[config.mk]
export PLATFORM = sky130hd
export DESIGN_NAME = rmc_angle_div
export DESIGN_NICKNAME = d
export VERILOG_FILES = /design/src/rtl/rmc_pkg.sv /design/src/rtl/rmc_angle_div.sv
export SDC_FILE = /design/constraint.sdc
export NUM_CORES = 1
export LEC_CHECK = 0
export ABC_CLOCK_PERIOD_IN_PS = 3100
export BUFFER_PORTS_ARGS = -buffer_cell sky130_fd_sc_hd__clkbuf_2
export CAP_MARGIN = 15
export CORE_ASPECT_RATIO = 1.4
export CORE_MARGIN = 2
export CORE_UTILIZATION = 41
export DETAILED_ROUTE_END_ITERATION = 10
export GPL_ROUTABILITY_DRIVEN = 0
export HOLD_SLACK_MARGIN = 0.05
export PLACE_DENSITY = 0.59
export REMOVE_ABC_BUFFERS = 1
export SETUP_SLACK_MARGIN = 0.2
export SLEW_MARGIN = 20
export SYNTH_ARGS = -nofsm -noshare
export SYNTH_HDL_FRONTEND = slang
export SYNTH_SLANG_ARGS = --single-unit
[constraint.sdc]
create_clock -name clk -period 3.1 [get_ports clk]
set_clock_uncertainty 0.05 [all_clocks]
set_input_delay 0.62 -clock clk [delete_from_list [all_inputs] [get_ports clk]]
set_output_delay 0.62 -clock clk [all_outputs]
set_load 0.01 [all_outputs]
[src/rtl/rmc_pkg.sv]
`default_nettype none

package rmc_pkg;

    // Default values for the top-level parameters.
    localparam int MAP_SIDE_DEF       = 64;
    localparam int MAX_COLUMNS_DEF    = 1024;
    localparam int CEILING_OFFSET_DEF = 25;
    localparam int FLOOR_OFFSET_DEF   = 25;
    localparam int TRIG_ENTRIES_DEF   = 1024;

    // Fixed-point formats settled by the field widths.
    localparam int FRAC_BITS = 8;
    localparam int TRIG_BITS = 14;
    localparam int CFG_W     = 14;
    localparam int NUM_W     = 22;
    localparam int DVS_W     = 20;

    // Configuration register indexes.
    localparam logic [2:0] REG_PLAYER_X     = 3'd0;
    localparam logic [2:0] REG_PLAYER_Y     = 3'd1;
    localparam logic [2:0] REG_VIEW_ANGLE   = 3'd2;
    localparam logic [2:0] REG_FOV_DEG      = 3'd3;
    localparam logic [2:0] REG_COLUMN_COUNT = 3'd4;
    localparam logic [2:0] REG_MARCH_STEP   = 3'd5;
    localparam logic [2:0] REG_VIEW_RANGE   = 3'd6;
    localparam logic [2:0] REG_HEIGHT_SCALE = 3'd7;

    localparam logic MODE_WRITE = 1'b0;
    localparam logic MODE_CAST  = 1'b1;

    typedef struct packed {
        logic       mode;
        logic [5:0] cell_x;
        logic [5:0] cell_y;
        logic [7:0] red;
        logic [7:0] green;
        logic [7:0] blue;
        logic [9:0] column;
    } cmd_word_t;

    typedef struct packed {
        logic        hit;
        logic [14:0] distance;
        logic [10:0] wall_top;
        logic [10:0] wall_bottom;
        logic [7:0]  shade;
    } result_word_t;

    typedef enum logic [3:0] {
        ST_CLEAR,
        ST_IDLE,
        ST_PROD,
        ST_SUM,
        ST_DIV,
        ST_ROM,
        ST_TRIG,
        ST_STEPMUL,
        ST_MARCH,
        ST_POST,
        ST_EMIT
    } state_t;

endpackage

`default_nettype wire

[src/rtl/rmc_angle_div.sv]
`default_nettype none

// Restoring divider, one quotient bit per cycle; keeps the low quotient bits.
module rmc_angle_div
    import rmc_pkg::*;
#(
    parameter int TB = 10,
    localparam int DVD_W = NUM_W + TB,
    localparam int CW = $clog2(DVD_W + 1)
)
(
    input  wire logic             clk,
    input  wire logic             rst_n,
    input  wire logic             go,
    input  wire logic [DVD_W-1:0] dividend,
    input  wire logic [DVS_W-1:0] divisor,
    output logic                  done,
    output logic [TB-1:0]         quot
);

    logic [DVD_W-1:0] dvd_reg;
    logic [DVS_W-1:0] dvs_reg;
    logic [DVS_W:0]   rem_reg;
    logic [TB-1:0]    quot_reg;
    logic [CW-1:0]    cnt_reg;
    logic             run_reg;
    logic             done_reg;
    logic [DVS_W:0]   trial;
    logic             fits;

    always_comb
    begin
        trial = {rem_reg[DVS_W-1:0], dvd_reg[DVD_W-1]};
        fits  = (trial >= {1'b0, dvs_reg});
    end

    always_ff @(posedge clk or negedge rst_n)
    begin
        if (!rst_n)
        begin
            run_reg  <= 1'b0;
            done_reg <= 1'b0;
            cnt_reg  <= '0;
        end
        else
        begin
            done_reg <= 1'b0;
            if (go)
            begin
                run_reg <= 1'b1;
                cnt_reg <= CW'(DVD_W);
            end
            else if (run_reg)
            begin
                cnt_reg <= cnt_reg - 1'b1;
                if (cnt_reg == CW'(1))
                begin
                    run_reg  <= 1'b0;
                    done_reg <= 1'b1;
                end
            end
        end
    end

    always_ff @(posedge clk)
    begin
        if (go)
        begin
            dvd_reg  <= dividend;
            dvs_reg  <= divisor;
            rem_reg  <= '0;
            quot_reg <= '0;
        end
        else if (run_reg)
        begin
            dvd_reg  <= {dvd_reg[DVD_W-2:0], 1'b0};
            rem_reg  <= fits ? (trial - {1'b0, dvs_reg}) : trial;
            quot_reg <= {quot_reg[TB-2:0], fits};
        end
    end

    assign done = done_reg;
    assign quot = quot_reg;

endmodule

`default_nettype wire

==> summary.md, run 1 <==
| Metric | Value |
|---|---|
| Max reg flops | 32 |
| Crit Path Category | register to register |
| Via/cell ratio | between 5 and 6 |
| Crit-path max FO | 10 |
| Top-Level Pins | 66 |
| FILL cells | 1,101 |
| WHS | 61.1 ps |
| Post-Layout Cell Count | 637 |
| Area leader, netlist | edfxtp_1 |
| Critical-path top delay cell | a2111oi_4 |
| Slew Viols, Final | 0 |
| Nets | roughly 570 |
| Port bufs | 65 |
| CP Data Arrival Time | 2850 ps |
| CTS Buffer Depth | 2 |
| Lkg Pwr | 0.00248 uW |
| Grt met3 use | under 10% |
| Worst setup margin | 429 ps |
| Initial Util | between 40% and 50% |
| Crit path time final | 2670 ps |
| Ranking of synthesized cells by area | edfxtp_1 33%, dfxtp_1 13%, mux2_2 7.7%, ha_1 5.9%, dfrtp_1 4.3% |
| Hold buffer count at cts | 0 |
| First-pass GRT wire length | 16.1 mm |
| Post-Syn Area | 4700 um2 |
| Req. time, crit path | 3280 ps |
| Max Fclk | 374 MHz |
| Final setup fails | 0 |
| Ys async rst share | slightly below 9% |
| CP dominant cell by count | o21ai_4 |
| Status | finished clean |
| Met1 Use GR | 18.7% |
| Mapped Cells | 419 |
| Post-synth top area share | 33.2% |
| Grt peak-use layer | met2 |
| DRC errors left | 0 |
| Crit-path cells | inv_1 -> ha_1 -> a21o_1 -> a2111oi_4 -> and2_4 -> o21ai_4 -> o21ai_4 -> buf_4 -> nand2b_1 -> o211ai_1 |
| Cells after DPL | slightly above 600 |
| CTS Sinks | 90 |
| CTS root buf | clkbuf_16 |
| Number of antenna violations at the first check in global routing | 1 |
| Worst Tran Pin Value | 789 ps |
| H-tree Lvls | 3 |
| Synth unique cells | 60 |
| Die Height | 131 um |
| M2 GR Usage | 30.3% |
| Ys Warns | 0 |
| Maximum vdd drop | 0.000303 V |
| Router iterations before antenna repair | 4 |
| Die width | 94.5 um |
| Share of cells above drive strength 1 | a little over a quarter |
| Largest net degree at the start of global routing | 54 |
| Seq cells post-synth | 90 |
| Number of synthesized flops with an enable pin | 52 |
| Initial DRC count | 114 |
| MaxCap Viol Count | 0 |
| CP Launch Point | dvs_reg[3]$_DFFE_PP_ |
| TritonCTS buffer count | 9 |
| Slew HR | 47.4% |
| CP peak stage delay | 400 ps |
| HP Class | input port to asynchronous set/reset pin |
| Syn Area/Cell | 11.2 um2 |
| HPWL after DPL | 7.17 mm |
| Multi-input logic area | 2150 um2 |
| Final wirelength | 9.57 mm |
| Gr ovfl total | 0 |
| DRT antenna net count | 0 |
| CTS tree | done |
| Unrepaired setup endpoints after global routing | false |
| Area of the die | 12,300 um2 |
| Post-route clock period utilization | a little under nine tenths |
| Clock slew at reported path FFs | 70 ps |
| PD cells | 551 nW/um2 |
| Finished Core Util | around half |
| P&R area growth vs syn | 17.1% |
| Startpoint types | register |
| Worst skew pair latency | around 340 ps |
| DR WL/cell | between 15 and 20 um |
| Rows | 46 |
| Total global-route track usage | 16.8% |
| Ys flop type | edfxtp_1 |
| Setup crit end kind | register |
| Antenna Cells | 0 |
| Setup total negative slack | 0 ps |
| Vias in the first global route | 3,569 |
| Reg area | approximately 2400 um2 |
| Sequential fraction of the synthesis area | about half |
| Core area | 11,300 um2 |
| Pre-CTS setup slack | 181 ps |
| Final Hold Violating Endpoints | 0 |
| Worst reg2reg path startpoint | dvs_reg[3]$_DFFE_PP_ |
| Vias post-DR | 3,324 |
## routing by layer
metal / vias to the layer above / part of all wire [%]
li1: 1669 / -
met1: 1573 / 41
met2: 65 / 52
met3: 15 / 5.0
met4: 2 / 1.7
met5: - / 0.14
## synthesized netlist by cell type (9+ instances only)
master / count
edfxtp_1: 52
nor2_1: 43
mux2_2: 32
dfxtp_1: 30
inv_1: 27
ha_1: 22
nand2_1: 21
a21oi_1: 18
mux2i_1: 18
xnor2_1: 15
o21ai_0: 13
a211oi_1: 10
a21o_1: 9
clkbuf_1: 9
## worst paths after layout
check | to | slack [ps] | cells past startpoint
max in group asynchronous | cnt_reg[0]$_DFFE_PN0P_ | 2750 | 1
worst min-delay path | cnt_reg[4]$_DFFE_PN0P_ | 60 | 1
worst min register to register | quot[0]$_SDFFE_PP0P_ | 450 | 2
worst max-delay path | rem_reg[19]$_SDFFE_PP0P_ | 430 | 10
worst max register to register | rem_reg[19]$_SDFFE_PP0P_ | 430 | 10
min in group clk | dvs_reg[18]$_DFFE_PP_ | 400 | 1
## per-stage QoR
| stage | instance area [um2] | total power (uW) |
|---|---|---|
| finish | 5500 | 3030 |
| CTS | 5500 | 3070 |
| floorplan | 4620 | 1850 |
| global route | 5500 | 3190 |
| detailed placement | 5190 | 2010 |
| global placement | 5190 | 2000 |
## worst max-delay path: cells and delay by family (launching register included)
kind	cells	cell delay, ps
AOI/OAI and AO/OA	5	1130
and+or+nand+nor	2	410
adders and majority gates	1	350
DFF	1	340
buffers and inverters	2	270
## repair_timing
action / 4_1_cts / 5_1_grt
resized for setup: 0 / 1
endpoints found under the hold margin: 0 / 0
setup buffers: 2 / 0
setup endpoints to repair: 8 / 1
pin swaps: 1 / 0
## where the power goes
group          internal, uW  total [uW]  switching (uW)
logic                   252         513             261
registers              1400        1470            66.3
clock network           557        1050             490
## kinds of logic after synthesis
| family | Yosys count | share of synthesized area [%] |
|---|---|---|
| buffers and inverters | 45 | 3.91 |
| flip-flops | 90 | 50.3 |
| multiplexers | 51 | 11.7 |
| AO/OA/AOI/OAI | 87 | 13.3 |
| XOR/XNOR | 19 | 3.54 |
| adder cells (fa/ha/maj) | 23 | 6.28 |
| AND/OR/NAND/NOR | 104 | 10.9 |
## layout by cell type (no fill, tap or decap), types with 5 or more instances in the layout
master and count:
nand2b_1 5, edfxtp_1 52, clkbuf_16 9, clkbuf_2 64, a21o_1 9, mux2_2 32
nor2_1 43, nor2b_1 6, nand3_1 5, xnor2_1 15, o21ai_0 12, inv_1 27
mux2i_1 18, a211oi_1 10, a21oi_1 18, dfrtp_1 8, buf_4 11, ha_1 22
dfxtp_1 30, nand2_1 21
## cell type report
| cell class | count | area share [%] |
|---|---|---|
| sequential | 90 | 42.9 |
| multi-input combinational | 284 | 39.1 |
| timing repair buffer | 76 | 7.69 |
| clock buffer | 9 | 4.09 |
| tap | 144 | 3.28 |
| inverter | 27 | 1.84 |
| clock inverter | 7 | 1.02 |
(Power assumes the default switching activity.)
==> run 2: changes to the inputs <==
--- a/config.mk
+++ b/config.mk
@@ -5,6 +5,7 @@
 export SDC_FILE = /design/constraint.sdc
 export NUM_CORES = 1
 export LEC_CHECK = 0
+export ABC_AREA = 1
 export ABC_CLOCK_PERIOD_IN_PS = 3100
 export BUFFER_PORTS_ARGS = -buffer_cell sky130_fd_sc_hd__clkbuf_2
 export CAP_MARGIN = 15
@@ -12,7 +13,6 @@
 export CORE_MARGIN = 2
 export CORE_UTILIZATION = 41
 export DETAILED_ROUTE_END_ITERATION = 10
-export GPL_ROUTABILITY_DRIVEN = 0
 export HOLD_SLACK_MARGIN = 0.05
 export PLACE_DENSITY = 0.59
 export REMOVE_ABC_BUFFERS = 1
==> summary.md, run 2 <==
| Metric | Value |
|---|---|
| CTS tree | done |
| Max Fclk | 423 MHz (+13%) |
| Req. time, crit path | 3290 ps (about the same) |
| Crit Path Category | register to register |
| CP peak stage delay | 350 ps (-50 ps) |
| Hold buffer count at cts | 0 (unchanged) |
| Most numerous cell in the Yosys netlist | nand2_1 |
| Area of the die | 12,900 um2 (+4.4%) |
| Final setup fails | 0 (unchanged) |
| Number of setup buffers added after CTS | 0 (-2) |
| Area leader, netlist | edfxtp_1 |
| Synth cell count leaders | 285 x nand2_1, 78 x inv_1, 52 x edfxtp_1 |
| Crit-path max FO | 21 (+11) |
| Startpoint types | register |
| Vias in the first global route | 4,016 (+13%) |
| Cell area after layout | 5670 um2 (+3.0%) |
| Register-to-register setup slack | 740 ps (+310 ps) |
| Finished Core Util | 48.2% (-0.59 points) |
| Port bufs | 65 (unchanged) |
| Post-synth top area share | 31.8% (-1.4 points) |
| Final wirelength | 11.3 mm (+18%) |
| Die width | 96.5 um (+2.1%) |
| Gr ovfl total | 0 (unchanged) |
| CTS root buf | clkbuf_16 |
| R2R Path End | rem_reg[18]$_SDFFE_PP0P_ |
| H-tree Lvls | 3 (unchanged) |
| Number of antenna violations at the first check in global routing | 0 (-1) |
| Initial Util | 41.8% (+0.11 points) |
| DRT antenna net count | 0 (unchanged) |
| Mapped Cells | 639 (+53%) |
| Lkg Pwr | 0.00296 uW (+20%) |
| Maximum vdd drop | 0.000262 V (-14%) |
| Total global-route track usage | 18.7% (+1.8 points) |
| CTS Sinks | 90 (unchanged) |
| DRC errors left | 0 (unchanged) |
| Post-route clock period utilization | 76.2% (-9.9 points) |
| Seq cells post-synth | 90 (unchanged) |
| P&R area growth vs syn | 15.4% |
| Rows | 47 (+2.2%) |
| DR WL/cell | 13.2 um (-12%) |
| PD cells | 787 nW/um2 (+43%) |
| Worst skew pair latency | 340 ps (about the same) |
| Worst reg2reg path startpoint | dvs_reg[9]$_DFFE_PP_ |
| Cells after DPL | 840 (+36%) |
| Vias post-DR | 4,104 (+23%) |
| Number of synthesized flops with an enable pin | 52 (unchanged) |
| CTS Buffer Depth | 2 (unchanged) |
| Final Hold Violating Endpoints | 0 (unchanged) |
| Core area | 11,800 um2 (+4.3%) |
| Initial DRC count | 177 (+55%) |
| Worst Tran Pin Value | 557 ps (-232 ps) |
| Largest net degree at the start of global routing | 46 (-15%) |
| Slew HR | 62.8% (+15 points) |
| Crit-path cells | inv_1 -> ha_1 -> nand2_1 -> inv_2 -> nand2_1 -> inv_1 -> a21oi_1 -> nand2_2 -> nand2_4 -> nand2_4 -> nand2_1 -> nand2_1 -> nand2_1 -> nand2_1 |
| CP Data Arrival Time | 2560 ps (-290 ps) |
| MaxCap Viol Count | 0 (unchanged) |
| Ys Warns | 0 (unchanged) |
| Router iterations before antenna repair | 7 (+3) |
| CP dominant cell by count | nand2_1 |
| Post-Syn Area | 4910 um2 (+4.5%) |
| Clock slew at reported path FFs | 70 ps (about the same) |
| Max reg flops | 32 (unchanged) |
| Pwr Total | 4460 uW (+47%) |
| First-pass GRT wire length | 18.7 mm (+16%) |
| Most frequent cells in the layout | 285 x nand2_1, 78 x inv_1, 65 x clkbuf_2, 52 x edfxtp_1, 45 x nand3_1 |
| Ys flop type | edfxtp_1 |
| Slew Viols, Final | 0 (unchanged) |
| Setup total negative slack | 0 ps (unchanged) |
| Synth unique cells | 32 (-47%) |
| Nets | 782 (+38%) |
| Share of cells above drive strength 1 | 14.0% (-13 points) |
| HPWL after DPL | 8.23 mm (+15%) |
| GP Congestion | 0.930 |
| Setup crit end kind | register |
| Antenna Cells | 0 (unchanged) |
| Ys async rst share | 8.89% (unchanged) |
| Ranking of synthesized cells by area | edfxtp_1 32%, nand2_1 22%, dfxtp_1 12%, inv_1 6.0%, ha_1 5.6% |
| Syn Area/Cell | 7.69 um2 (-31%) |
| Die Height | 133 um (+2.2%) |
| Status | finished clean |
| Commonest non-fill, non-tap cell in the layout | nand2_1 |
| HP Class | input port to asynchronous set/reset pin |
| TritonCTS buffer count | 9 (unchanged) |
| Post-Layout Cell Count | 856 (+34%) |
| Critical-path top delay cell | ha_1 |
| Crit path time final | 2360 ps (-308 ps) |
| Unrepaired setup endpoints after global routing | false |
| Placement Cell Area | 5380 um2 (+3.6%) |
| Post-cts resize count | 0 (unchanged) |
| Via/cell ratio | 4.79 (-8.1%) |
| Top-Level Pins | 66 (unchanged) |
| R2R cell count | 14 (+4) |
| Sequential fraction of the synthesis area | 48.1% (-2.2 points) |
[run 2: cell count changes in the layout (fill, tap and decap cells not counted), moves of 18 or more]
cell     previous run  this run
nand2_1            21       285
inv_1              27        78
nand3_1             5        45
mux2_2             32         0
nor2_1             43        22
mux2i_1            18         0
[run 2: final cells by class]
type,count,area [um2]
Clock buffer,9,225
Clock inverter,7,60.1
Fill cell,1221,6100
Inverter,84,315
Multi-Input combinational cell,449,2160
Sequential cell,90,2360
Tap cell,147,184
Timing Repair Buffer,70,363
[run 2: logic make-up after synthesis]
group,after synthesis,synth area share (%)
adder cells (fa/ha/maj),23,6.01
AND/OR/NAND/NOR,376,31.7
XOR/XNOR,9,1.61
buffers and inverters,100,8.00
AO/OA/AOI/OAI,41,4.56
flip-flops,90,48.1
[run 2: worst max-delay path: cells and delay by family, from the launching register on]
family	cells	cell delay (ps)
AOI/OAI and AO/OA	1	220
adders and majority gates	1	350
buffers and inverters	3	140
DFF	1	320
and+or+nand+nor	9	1170
[run 2: per-stage QoR]
| stage | hold WS (ps) | setup WS, ps |
|---|---|---|
| after floorplan | 274 | 532 |
| after global placement | 400 | 812 |
| after detailed placement | 411 | 733 |
| after CTS | 53.8 | 720 |
| after global routing | 59.5 | 482 |
| final | 59.2 | 737 |
[run 2: power by group]
part           internal (uW)  switching [uW]
Clock                    560             518
Sequential              1480             142
Combinational            625            1130
[run 2: worst max-delay path by stage]
stage / startpoint / to / slack (ps)
detailed placement: dvs_reg[9]$_DFFE_PP_ / rem_reg[18]$_SDFFE_PP0P_ / 730
finish: dvs_reg[9]$_DFFE_PP_ / rem_reg[18]$_SDFFE_PP0P_ / 740
CTS: dvs_reg[9]$_DFFE_PP_ / rem_reg[18]$_SDFFE_PP0P_ / 720
floorplan: go / dvd_reg[0]$_SDFFCE_PN0P_ / 530
global route: dvs_reg[9]$_DFFE_PP_ / rem_reg[19]$_SDFFE_PP0P_ / 480
global placement: dvs_reg[18]$_DFFE_PP_ / rem_reg[18]$_SDFFE_PP0P_ / 810
[run 2: layer usage]
metal,part of all wire (%),track usage [%],vias to the layer above
met5,0,0,-
met2,51,32.3,105
met1,40,22.0,1823
li1,-,-,2156
met4,2.9,8.45,0
met3,5.9,3.45,20
==> run 3: changes to the inputs <==
--- a/config.mk
+++ b/config.mk
@@ -6,7 +6,7 @@
 export NUM_CORES = 1
 export LEC_CHECK = 0
 export ABC_AREA = 1
-export ABC_CLOCK_PERIOD_IN_PS = 3100
+export ABC_CLOCK_PERIOD_IN_PS = 2200
 export BUFFER_PORTS_ARGS = -buffer_cell sky130_fd_sc_hd__clkbuf_2
 export CAP_MARGIN = 15
 export CORE_ASPECT_RATIO = 1.4
==> constraint.sdc (replaced) <==
create_clock -name clk -period 2.2 [get_ports clk]
set_clock_uncertainty 0.05 [all_clocks]
set_input_delay 0.44 -clock clk [delete_from_list [all_inputs] [get_ports clk]]
set_output_delay 0.44 -clock clk [all_outputs]
set_load 0.01 [all_outputs]
==> summary.md, run 3 (synthesis results as in run 2) <==
| Metric | Value |
|---|---|
| Crit-path max FO | 8 (-62%) |
| Clock slew at reported path FFs | 70 ps (about the same) |
| Worst reg2reg path startpoint | dvs_reg[16]$_DFFE_PP_ |
| DRT antenna net count | 0 (unchanged) |
| Crit-path leading delay family | simple AND/OR/NAND/NOR gates |
| Vias in the first global route | 4,164 (+3.7%) |
| CTS Buffer Depth | 2 (unchanged) |
| Setup crit end kind | register |
| Number of antenna violations at the first check in global routing | 0 (unchanged) |
| Worst Tran Pin Value | 570 ps (+13.6 ps) |
| Placement Cell Area | 5450 um2 (+1.3%) |
| H-tree Lvls | 3 (unchanged) |
| Lkg Pwr | 0.00313 uW (+5.8%) |
| Hold Path Origin | divisor[17] |
| CP peak stage delay | 390 ps (+40 ps) |
| Top-Level Pins | 66 (unchanged) |
| Unrepaired setup endpoints after global routing | true |
| Vias post-DR | 4,313 (+5.1%) |
| Critical Path Sink | rem_reg[6]$_SDFFE_PP0P_ |
| GP Congestion | 0.908 (-2.3%) |
| Rows | 47 (unchanged) |
| Router iterations before antenna repair | 5 (-2) |
| Antenna Cells | 0 (unchanged) |
| CP Data Arrival Time | 2130 ps (-430 ps) |
| Most frequent cells in the layout | 249 x nand2_1, 65 x clkbuf_2, 60 x inv_1, 52 x edfxtp_1, 38 x nand3_1 |
| Port bufs | 65 (unchanged) |
| Gr ovfl total | 0 (unchanged) |
| PD cells | 1170 nW/um2 (+49%) |
| Largest net degree at the start of global routing | 46 (unchanged) |
| R2R cell count | 15 (+1) |
| CP Launch Point | dvs_reg[16]$_DFFE_PP_ |
| R2R Path End | rem_reg[6]$_SDFFE_PP0P_ |
| Core area | 11,800 um2 (unchanged) |
| Nets | 800 (+2.3%) |
| HP Class | input port to register |
| CP dominant cell by count | nand2_1 |
| HPWL after DPL | 8.29 mm (+0.80%) |
| Cell area after layout | 6340 um2 (+12%) |
| Post-Layout Cell Count | 874 (+2.1%) |
| Share of cells above drive strength 1 | 28.6% (+15 points) |
| Critical-path top delay cell | edfxtp_1 |
| CTS Sinks | 90 (unchanged) |
| Critical path buffer and inverter count | 3 (unchanged) |
| Max Fclk | 514 MHz (+21%) |
| Maximum vdd drop | 0.000494 V (+89%) |
| Req. time, crit path | 2390 ps (-900 ps) |
| Die Height | 133 um (unchanged) |
| MaxCap Viol Count | 0 (unchanged) |
| Final wirelength | 12.0 mm (+6.4%) |
| P&R area growth vs syn | 29.0% |
| Total global-route track usage | 19.3% (+0.59 points) |
| Worst skew pair latency | 350 ps (about the same) |
| CP Depth | 15 (+1) |
| First-pass GRT wire length | 19.3 mm (+3.5%) |
| Max reg flops | 32 (unchanged) |
| DR WL/cell | 13.8 um (+4.2%) |
| Via/cell ratio | 4.93 (+2.9%) |
| CTS root buf | clkbuf_16 |
| Register-to-register setup slack | 250 ps (-480 ps) |
| Slew HR | 61.9% (-0.91 points) |
| Die width | 96.5 um (unchanged) |
| Final setup fails | 0 (unchanged) |
| Status | finished clean |
| Final Hold Violating Endpoints | 0 (unchanged) |
| Crit path time final | 1950 ps (-418 ps) |
| DRC errors left | 0 (unchanged) |
| Setup total negative slack | 0 ps (unchanged) |
| Startpoint types | register |
| Initial Util | 41.8% (unchanged) |
| Initial DRC count | 275 (+55%) |
| Crit Path Category | register to register |
| Post-route clock period utilization | 88.4% (+12 points) |
| TritonCTS buffer count | 9 (unchanged) |
| Crit-path cells | inv_2 -> ha_4 -> nand2_4 -> inv_1 -> nand2_1 -> nand2_2 -> nand2_2 -> nand2_2 -> nor2_4 -> nand2_8 -> buf_6 -> nand2_1 -> nand2_1 -> nand2_1 -> nand2_1 |
| Area of the die | 12,900 um2 (unchanged) |
| Commonest non-fill, non-tap cell in the layout | nand2_1 |
| Cells after DPL | 846 (+0.71%) |
| CTS tree | done |
| Slew Viols, Final | 0 (unchanged) |
-- run 3: cell count changes in the layout (fill, tap and decap cells not counted), moves of 18 or more --
cell | before | now
nand2_2 | 2 | 30
nand2_1 | 285 | 249
ha_4 | 0 | 18
inv_2 | 5 | 23
inv_1 | 78 | 60
ha_1 | 22 | 3
-- run 3: worst register-to-register path: stages (launching register included) --
cell and delay (ps):
edfxtp_1 390, inv_2 80, ha_4 220, nand2_4 90
inv_1 40, nand2_1 70, nand2_2 70, nand2_2 70
nand2_2 80, nor2_4 200, nand2_8 110, buf_6 160
nand2_1 60, nand2_1 50, nand2_1 60, nand2_1 50
-- run 3: layer usage --
metal,up-vias,global-route usage (%),wire (um)
li1,2190,-,-
met1,1975,22.7,4870
met2,120,32.6,6250
met3,28,4.86,631
met4,0,8.37,289
met5,-,0,0
-- run 3: cell type report --
class / instances / area [um2]
timing repair buffer: 88 / 548
fill: 1150 / 5420
clock buffer: 11 / 243
tap: 147 / 184
multi-input combinational: 449 / 2620
inverter: 84 / 315
clock inverter: 5 / 60.1
sequential: 90 / 2360
-- run 3: power breakdown --
| part | internal, uW | switching (uW) |
|---|---|---|
| registers | 2100 | 263 |
| logic | 1470 | 1990 |
| clock network | 919 | 685 |
-- run 3: worst min path at each step --
stage	to	slack, ps	cells after the start
after detailed placement	cnt_reg[3]$_DFFE_PN0P_	250	1
after floorplan	cnt_reg[0]$_DFFE_PN0P_	90	0
final	dvs_reg[17]$_DFFE_PP_	210	1
after CTS	dvs_reg[3]$_DFFE_PP_	200	1
after global placement	cnt_reg[3]$_DFFE_PN0P_	240	1
after global routing	dvs_reg[14]$_DFFE_PP_	200	1
-- run 3: what timing repair did --
| item | CTS | global route |
|---|---|---|
| endpoints found under the setup margin | 21 | 21 |
| gates cloned | 1 | 0 |
| pin swaps | 3 | 23 |
| setup buffers | 1 | 9 |
| hold buffers | 1 | 0 |
| hold endpoints to repair | 8 | 0 |
| resized for setup | 32 | 86 |
-- run 3: per-stage QoR --
step           hold slack (ps)  power [uW]  utilization, %  setup slack [ps]
5_1_grt                    200        7900            53.9               162
2_1_floorplan             94.4        4130               -              -188
3_3_place_gp               243        4830            46.3              49.3
3_5_place_dp               248        4850            46.3              12.0
4_1_cts                    203        6780            50.6               192
6_report                   214        7420            53.9               255
